`src/hdl/four_key_release_debouncer_chords_unit_macros.svh`:
```
// Assertion helpers shared by the debouncer RTL.
// Each macro expects clk_i and rst_ni in scope.
`ifndef FOUR_KEY_RELEASE_DEBOUNCER_CHORDS_UNIT_MACROS_SVH
`define FOUR_KEY_RELEASE_DEBOUNCER_CHORDS_UNIT_MACROS_SVH

// Same-cycle implication.
`define FKRD_ASSERT_NOW(lbl, ante, cons, msg) \
  lbl: assert property (@(posedge clk_i) disable iff (!rst_ni) (ante) |-> (cons)) \
    else $error(msg);

// Next-cycle implication.
`define FKRD_ASSERT_NEXT(lbl, ante, cons, msg) \
  lbl: assert property (@(posedge clk_i) disable iff (!rst_ni) (ante) |=> (cons)) \
    else $error(msg);

`endif

```
`src/hdl/fkrd_pkg.sv`:
```
`timescale 1ns / 1ps
`default_nettype none

package fkrd_pkg;

  localparam int unsigned TimeWidth  = 32;
  localparam int unsigned NumKeys    = 4;
  localparam int unsigned DbWidth    = 16;
  localparam int unsigned EventWidth = 3;
  localparam int unsigned CmpWidth   = (TimeWidth > DbWidth) ? TimeWidth : DbWidth;
  localparam int unsigned InWidth    = ((NumKeys + TimeWidth + 7) / 8) * 8;
  localparam int unsigned OutWidth   = ((EventWidth + 7) / 8) * 8;

  localparam logic [DbWidth-1:0] DebounceReset = DbWidth'(50);

  localparam int unsigned IdxEsc   = 0;
  localparam int unsigned IdxUp    = 1;
  localparam int unsigned IdxDown  = 2;
  localparam int unsigned IdxEnter = 3;

  typedef enum logic [EventWidth-1:0] {
    KeyNone      = 3'd0,
    KeyEsc       = 3'd1,
    KeyUp        = 3'd2,
    KeyDown      = 3'd3,
    KeyEnter     = 3'd4,
    KeyChordUp   = 3'd5,
    KeyChordDown = 3'd6
  } key_event_e;

  typedef logic [TimeWidth-1:0] time_t;

  typedef struct packed {
    logic [NumKeys-1:0]  held;
    time_t [NumKeys-1:0] low_time;
  } key_state_t;

  // Packed to match the input tdata layout: levels in the low bits.
  typedef struct packed {
    time_t              now;
    logic [NumKeys-1:0] level;
  } poll_t;

endpackage

`default_nettype wire

```
`src/hdl/fkrd_eval.sv`:
```
`timescale 1ns / 1ps
`default_nettype none

module fkrd_eval import fkrd_pkg::*; (
  input  key_state_t         state_i,
  input  poll_t              poll_i,
  input  logic [DbWidth-1:0] debounce_i,
  output key_state_t         state_o,
  output key_event_e         event_o
);

  function automatic logic expired(input time_t now, input time_t last,
                                   input logic [DbWidth-1:0] db);
    time_t diff;
    diff = now - last;
    return CmpWidth'(diff) > CmpWidth'(db);
  endfunction

  always_comb begin
    key_state_t st;
    key_event_e ev;
    time_t      now;
    st  = state_i;
    ev  = KeyNone;
    now = poll_i.now;

    // Escape
    if (!poll_i.level[IdxEsc]) begin
      st.held[IdxEsc]     = 1'b1;
      st.low_time[IdxEsc] = now;
    end else if (st.held[IdxEsc] && expired(now, st.low_time[IdxEsc], debounce_i)) begin
      st.held[IdxEsc] = 1'b0;
      ev              = KeyEsc;
    end

    // Up: chord with a held enter consumes enter
    if (!poll_i.level[IdxUp]) begin
      st.held[IdxUp]     = 1'b1;
      st.low_time[IdxUp] = now;
    end else if (st.held[IdxUp] && expired(now, st.low_time[IdxUp], debounce_i)) begin
      st.held[IdxUp] = 1'b0;
      if (st.held[IdxEnter]) begin
        ev                    = KeyChordUp;
        st.held[IdxEnter]     = 1'b0;
        st.low_time[IdxEnter] = now;
      end else begin
        ev = KeyUp;
      end
    end

    // Down: sees enter as left by the up check
    if (!poll_i.level[IdxDown]) begin
      st.held[IdxDown]     = 1'b1;
      st.low_time[IdxDown] = now;
    end else if (st.held[IdxDown] && expired(now, st.low_time[IdxDown], debounce_i)) begin
      st.held[IdxDown] = 1'b0;
      if (st.held[IdxEnter]) begin
        ev                    = KeyChordDown;
        st.held[IdxEnter]     = 1'b0;
        st.low_time[IdxEnter] = now;
      end else begin
        ev = KeyDown;
      end
    end

    // Enter: chord with a held up consumes up, enter time still advances
    if (!poll_i.level[IdxEnter]) begin
      st.held[IdxEnter]     = 1'b1;
      st.low_time[IdxEnter] = now;
    end else if (st.held[IdxEnter] &&
                 expired(now, st.low_time[IdxEnter], debounce_i)) begin
      st.held[IdxEnter] = 1'b0;
      if (st.held[IdxUp]) begin
        ev                    = KeyChordUp;
        st.held[IdxUp]        = 1'b0;
        st.low_time[IdxEnter] = now;
      end else begin
        ev = KeyEnter;
      end
    end

    state_o = st;
    event_o = ev;
  end

endmodule

`default_nettype wire

```
`src/hdl/four_key_release_debouncer_chords_unit.sv`:
```
`timescale 1ns / 1ps
`default_nettype none
// Channel   Dir  Handshake                  Payload
// s_axis    in   s_axis_tvalid/tready       tdata: esc, up, down, enter levels, now_ms
// m_axis    out  m_axis_tvalid/tready       tdata: key_event
// cfg       in   cfg_valid_i/cfg_ready_o    cfg_data_i: debounce_ms
//
// One poll per cycle while s_axis_tready is high; its key event is registered on acceptance.
// Throughput is set by the single evaluation stage feeding a two-entry output buffer.
// Reset clears key state, debounce_ms to 50 and both output entries.
// A stalled output fills the skid entry; s_axis_tready drops only when both are full.
// Configuration writes are taken in every cycle.

`include "four_key_release_debouncer_chords_unit_macros.svh"

module four_key_release_debouncer_chords_unit import fkrd_pkg::*; (
  input  logic                clk_i,
  input  logic                rst_ni,
  input  logic                s_axis_tvalid,
  output logic                s_axis_tready,
  // [0] esc_level, [1] up_level, [2] down_level, [3] enter_level, [35:4] now_ms
  input  logic [InWidth-1:0]  s_axis_tdata,
  output logic                m_axis_tvalid,
  input  logic                m_axis_tready,
  // [2:0] key_event
  output logic [OutWidth-1:0] m_axis_tdata,
  input  logic                cfg_valid_i,
  output logic                cfg_ready_o,
  input  logic [DbWidth-1:0]  cfg_data_i
);

  key_state_t         state_q, state_d;
  logic [DbWidth-1:0] debounce_q;
  key_event_e         out_q, out_d, skid_q, skid_d;
  logic               out_valid_q, out_valid_d, skid_valid_q, skid_valid_d;
  key_event_e         new_event;
  poll_t              poll;
  logic               s_accept, m_take;

  assign poll          = poll_t'(s_axis_tdata[NumKeys+TimeWidth-1:0]);
  assign s_axis_tready = !skid_valid_q;
  assign s_accept      = s_axis_tvalid && s_axis_tready;
  assign m_take        = m_axis_tvalid && m_axis_tready;
  assign cfg_ready_o   = 1'b1;

  fkrd_eval u_eval (
    .state_i    (state_q),
    .poll_i     (poll),
    .debounce_i (debounce_q),
    .state_o    (state_d),
    .event_o    (new_event)
  );

  always_comb begin
    out_d        = out_q;
    out_valid_d  = out_valid_q;
    skid_d       = skid_q;
    skid_valid_d = skid_valid_q;
    if (skid_valid_q) begin
      if (m_take) begin
        out_d        = skid_q;
        skid_valid_d = 1'b0;
      end
    end else if (out_valid_q && !m_take) begin
      // park the new item behind the waiting one
      if (s_accept) begin
        skid_d       = new_event;
        skid_valid_d = 1'b1;
      end
    end else begin
      out_valid_d = s_accept;
      if (s_accept) begin
        out_d = new_event;
      end
    end
  end

  always_ff @(posedge clk_i or negedge rst_ni) begin
    if (!rst_ni) begin
      state_q      <= '0;
      debounce_q   <= DebounceReset;
      out_q        <= KeyNone;
      skid_q       <= KeyNone;
      out_valid_q  <= 1'b0;
      skid_valid_q <= 1'b0;
    end else begin
      if (s_accept) begin
        state_q <= state_d;
      end
      if (cfg_valid_i && cfg_ready_o) begin
        debounce_q <= cfg_data_i;
      end
      out_q        <= out_d;
      skid_q       <= skid_d;
      out_valid_q  <= out_valid_d;
      skid_valid_q <= skid_valid_d;
    end
  end

  assign m_axis_tvalid = out_valid_q;
  assign m_axis_tdata  = {{(OutWidth-EventWidth){1'b0}}, out_q};

  `FKRD_ASSERT_NOW(a_skid_behind_out, skid_valid_q, out_valid_q, "skid full while output empty")
  `FKRD_ASSERT_NEXT(a_state_only_on_accept, !s_accept, $stable(state_q), "key state moved without poll")
  `FKRD_ASSERT_NEXT(a_esc_low_holds, s_accept && !s_axis_tdata[IdxEsc], state_q.held[IdxEsc], "escape low not held")
  `FKRD_ASSERT_NEXT(a_enter_low_time, s_accept && !s_axis_tdata[IdxEnter], state_q.held[IdxEnter] && (state_q.low_time[IdxEnter] == $past(poll.now)), "enter low time not recorded")

endmodule

`default_nettype wire

```
`config.mk`:
```
export PLATFORM = sky130hd
export DESIGN_NAME = four_key_release_debouncer_chords_unit
export DESIGN_NICKNAME = d
export VERILOG_FILES = /design/src/hdl/fkrd_pkg.sv /design/src/hdl/fkrd_eval.sv /design/src/hdl/four_key_release_debouncer_chords_unit.sv
export VERILOG_INCLUDE_DIRS = /design/src /design/src/hdl
export SDC_FILE = /design/constraint.sdc
export NUM_CORES = 1
export LEC_CHECK = 0
export ABC_AREA = 1
export BUFFER_PORTS_ARGS = -buffer_cell sky130_fd_sc_hd__buf_2
export CORE_AREA = 2 2 228 275
export CTS_BUF_LIST = sky130_fd_sc_hd__clkbuf_4
export DETAILED_ROUTE_END_ITERATION = 10
export DIE_AREA = 0 0 230 277
export PLACE_DENSITY = 0.51
export SLEW_MARGIN = 20
export SYNTH_ARGS = -nofsm -noshare
export SYNTH_HDL_FRONTEND = slang
export SYNTH_HIERARCHICAL = 1
export SYNTH_SLANG_ARGS = --single-unit
export TNS_END_PERCENT = 1
```
`constraint.sdc`:
```
create_clock -name clk_i -period 7.25 [get_ports clk_i]
set_clock_uncertainty 0.2 [all_clocks]
set_input_delay 0.725 -clock clk_i [delete_from_list [all_inputs] [get_ports clk_i]]
set_output_delay 0.725 -clock clk_i [all_outputs]
set_load 0.02 [all_outputs]
```
Word-level counts from Yosys, hierarchy flattened
Cells that the tools add are included.

Input bits: 61. Register bits: 156. Output and inout port bits: 11.

Reduce and logical (&&, ||, !) cells: 18. Bitwise logic cells: 5. Equal/unequal tests: 4. Add/sub/neg operators: 4. Multiplexer cells: 41. Magnitude comparators: 4.

Operators by type and width (count): two-way mux 32 bit (9); greater-than comparator 32 x 16 -> 1 bit (4); subtractor 32 bit (4); two-way mux 3 bit (13); two-way mux 1 bit (18); AND reduction 2 bit (6); logical AND 1 bit (7); != test 2 x 1 -> 1 bit, second input constant (3); AND reduction 3 bit (2); NOT 1 bit (5); logical NOT 1 bit (2); two-way mux 2 bit (1); != test 2 bit, second input constant (1); nonzero test 2 bit (1).

Depth between registers and ports, before layout
Depth in word-level cells: 16. Depth in mapped cells: 64.

Hierarchy
The synthesis kept the hierarchy.

Modules (own cells, without submodules): fkrd_eval (area an instance 12105.4 um2, cells each 2379, instances 1); four_key_release_debouncer_chords_unit (area an instance 6000.8 um2, cells each 651, instances 1).

Least setup slack after synthesis
No wires, ideal clock.

Path type: input -> register. From: input s_axis_tdata[4]. To: register state_q[100] in the netlist's numbering. Stages: 57. Arrival: 7.202 ns. Setup time: 0.117 ns. Buffers on the path: 2. Path slack: -0.268 ns. Path through: inv_1 -> ha_1 -> inv_1 -> fa_1 -> nand3_1 -> nand3_1 -> nand3_1 -> nand3_1 -> xor2_1 -> ha_1 -> nand2_1 -> nor4_1 -> nand3b_1 -> nand2_1 -> nand2_1 -> inv_1 -> nand3_1 -> nor2_1 -> (+21 left out) -> inv_1 -> nor2_1 -> nand4_1 -> nand2_1 -> nand3_1 -> nor2_1 -> nand3_1 -> nor2_1 -> nand4_1 -> nor2_1 -> nand3_2 -> nand3_4 -> nand2_4 -> buf_6 -> nand2_1 -> nand2_1 -> nand2_1 -> nand2_1.

RTL lines: start: declaration (RTL line four_key_release_debouncer_chords_unit.sv:22) `input logic [InWidth-1:0] s_axis_tdata,`; end signal: assignment (RTL line four_key_release_debouncer_chords_unit.sv:88) `state_q <= state_d;`; end: declaration (RTL line four_key_release_debouncer_chords_unit.sv:32) `key_state_t state_q, state_d;`.

==> results_dict.tcl <==
set metrics [dict create \
    cts.clk_slew.worst_paths_ps 150 \
    grt-ovfl-total 0 \
    cts_tree "built" \
    drive_above_1_share_pct 19.0 \
    drc_errors 0 \
    r2r-start "state_q[68]" \
    endpoint_kind "flip-flop" \
    crit_arrival_ps 8180 \
    ios 72 \
    p_switching_uw 3570 \
    fmax_mhz 128 \
    routabilityCongestion 0.973 \
    synthSimpleGateAreaFrac_pct 36.6 \
    critPathMaxStageDelay_ps 420 \
    grt_pass1_wl_mm 109 \
    synth_area_per_cell_um2 5.98 \
    fin_nets 3729 \
    crit_top_cell "nand2_1" \
    io_buffers 61 \
    dp.cells 4256 \
    fin_ws_ps -552 \
    grt_start_max_net_pins 87 \
    timing.final.crit_share_pct 108 \
    wire_per_inst_um 16.4 \
    maxCapViolCount 0 \
    vias 20000 \
    pwr-share-clk_pct 8.3 \
    layout_common_cells "nand2_1, inv_1, buf_4, o21ai_0, ha_1" \
    fin_cells 4305 \
    violations "negative setup slack" \
    firstDrtPassIters 5 \
    hpwl_mm 57.1 \
    rsz0062_at_grt "yes" \
    grt_pass1_vias 19400 \
    multi_input_area_um2 12600 \
    p_sw_share_pct 49.5 \
    hp-start "cfg_data_i[10]" \
    yosys_warnings 6 \
    cp_max_fo 18 \
    cts-buffers-inserted 17 \
    worstSkewPairLatency_ps 700 \
    synth-compound-area-share_pct 11.3 \
    drt-initial-drc-count 1180 \
    coreArea_um2 61300 \
    ant_nets 0 \
    crit_type "reg2reg" \
    mostFrequentLayoutCell "nand2_1" \
    cts_max_level 4 \
    dieArea_um2 63700 \
    yosysUniqueCellTypes 45 \
    die_h_um 277 \
    setup_viol 38 \
    cts.sinks 156 \
    regArea_um2 3910 \
    cp-startpoint "state_q[68]" \
    synth_top_family_by_area "simple AND/OR/NAND/NOR gates" \
    slew_viol_final 0 \
    synth_xor_area_share_pct 3.72 \
    syn_area_um2 18100 \
    hp-class "in2reg" \
    power_frac_comb_pct 73.9 \
    irDropWorstVdd_uv 135 \
    row_count 100 \
    wl_mm 70.5 \
    cts-root-buf "clkbuf_4" \
    hold_violations 0 \
    power.internal_uw 3640 \
    crit_slowest_cell "dfrtp_1" \
    outcome "complete, but fails checks" \
    synthCells 3030 \
    pre_cts_ws_ps -1760 \
    synth-seq-cells 156 \
    post_drt_via_cell_ratio 4.64 \
    power.density_nw_per_um2 310 \
    final.min_clock_period_ps 7800 \
    die_w_um 230 \
    cp-start-kind "flip-flop" \
    area_delta_synth_final_pct 28.4 \
    antenna_found_initial 2 \
    worst_pin_slew_ps 1050 \
    slew_headroom_pct 29.8 \
    clk_path_buf_depth 2 \
    ys_seq_area_share_pct 21.6 \
    initial_core_util_pct 29.5 \
    p_seq_share_pct 17.8 \
    fillerInstances 6774 \
    synthMuxAreaShare_pct 0.995 \
    p_leak_uw 0.0131 \
    track_usage_pct 22.1 \
    synth_adder_area_share_pct 13.6 \
    cp.required_ps 7630 \
]
==> synth_stat cells <==
master	n	area share (%)
clkbuf_1	31	0.64
buf_4	16	0.66
nand3_1	141	3.9
o211a_1	1	0.055
o221ai_1	4	0.19
fa_1	4	0.44
nor2_2	4	0.14
nand2_4	1	0.062
and2_1	2	0.069
mux2_2	16	1.0
inv_1	475	9.8
buf_6	8	0.50
or2_0	1	0.035
a21o_1	10	0.41
a31oi_1	2	0.069
conb_1	2	0.041
clkinv_1	1	0.021
o21ai_0	186	5.1
a211oi_1	2	0.083
nand4_1	35	1.2
nor4_1	4	0.14
inv_2	1	0.021
buf_2	20	0.55
xnor2_1	19	0.92
nor3_2	1	0.055
nor2_1	167	3.5
o221a_2	1	0.062
nor3_1	15	0.41
dfrtp_1	153	21
nand2_2	6	0.21
nand3_4	1	0.097
o21ai_1	2	0.055
nand2_1	1254	26
and3_1	3	0.10
xor2_1	58	2.8
a21boi_0	1	0.041
nand3b_1	8	0.33
a21oi_1	148	4.1
or2_2	1	0.035
dfstp_2	3	0.44
o21a_1	9	0.37
nand3_2	4	0.22
ha_1	190	13
o21bai_1	17	0.70
nor3b_1	2	0.083
==> state kept, by name, indices dropped and copies added, names as in the netlist <==
register       flops
out_q              3
skid_valid_q       1
skid_q             3
state_q          132
m_axis_tvalid      1
debounce_q        16
==> power groups by stage <==
stage | clock, uW | sequential (uW) | combinational [uW]
floorplan | 0 | 1250 | 2960
global placement | 0 | 1290 | 5060
detailed placement | 0 | 1290 | 5050
CTS | 618 | 1280 | 5220
global route | 655 | 1320 | 5950
finish | 596 | 1280 | 5320
==> timing repair <==
item                                    in CTS  in global routing
hold buffers                                 1                  0
pin swaps                                   19                 22
cloned                                       3                  0
endpoints found under the setup margin      38                 38
endpoints found under the hold margin       75                  0
gates resized for setup                     75                 44
buffers inserted                             4                  7
==> layer usage <==
metal	track usage (%)	vias up	wire length (um)
met4	7.82	0	2200
met2	39.4	330	34800
li1	-	10400	-
met5	0	-	0
met1	27.4	9193	31400
met3	2.18	93	2070
==> through the flow <==
| stage | hold slack (ps) | total power, uW | utilization, % | instance area (um^2) | setup TNS, ps |
|---|---|---|---|---|---|
| finish | 53.9 | 7200 | 37.9 | 23200 | -18400 |
| global route | 6.09 | 7920 | 37.9 | 23200 | -43710 |
| CTS | 1.99 | 7120 | 37.5 | 23000 | -19100 |
| detailed placement | 253 | 6350 | 36.3 | 22300 | -64760 |
| global placement | 250 | 6350 | 36.3 | 22300 | -65610 |
| floorplan | 229 | 4210 | - | 18200 | -2390 |
==> worst max-delay path, delay by kind of cell, from the launching register on <==
| family | cells | cell delay [ps] |
|---|---|---|
| flip-flops | 1 | 420 |
| AO/OA/AOI/OAI | 4 | 620 |
| XOR/XNOR | 2 | 310 |
| AND/OR/NAND/NOR | 39 | 4200 |
| buffers and inverters | 6 | 560 |
| adder cells (fa/ha/maj) | 5 | 1340 |
==> final cells by class <==
class / instances / share of cell area, %
clock inverter: 15 / 0.689
tap: 816 / 4.39
inverter: 477 / 7.75
timing repair buffer: 493 / 15.6
multi-input combinational: 2329 / 54.2
sequential: 156 / 16.8
antenna: 2 / 0.0215
clock buffer: 17 / 0.549
==> final timing paths <==
path                                  endpoint  slack [ps]  cells after the start
worst max register to register    state_q[102]        -550                     56
max in group asynchronous          state_q[72]        5260                      3
worst max-delay path              state_q[102]        -550                     56
worst min-delay path            debounce_q[10]          50                      2
min in group asynchronous          state_q[29]         440                      2
worst min register to register    state_q[105]         280                      2
==> logic make-up (layout without fill, tap and decap cells) <==
group | Yosys count | in the layout
AND/OR/NAND/NOR | 1650 | 1653
buffers and inverters | 552 | 1002
AO/OA/AOI/OAI | 383 | 383
adder cells (fa/ha/maj) | 194 | 194
flip-flops | 156 | 156
XOR/XNOR | 77 | 77
multiplexers | 16 | 16
other | 2 | 8
Note: power is estimated with default switching activity, not from simulation.
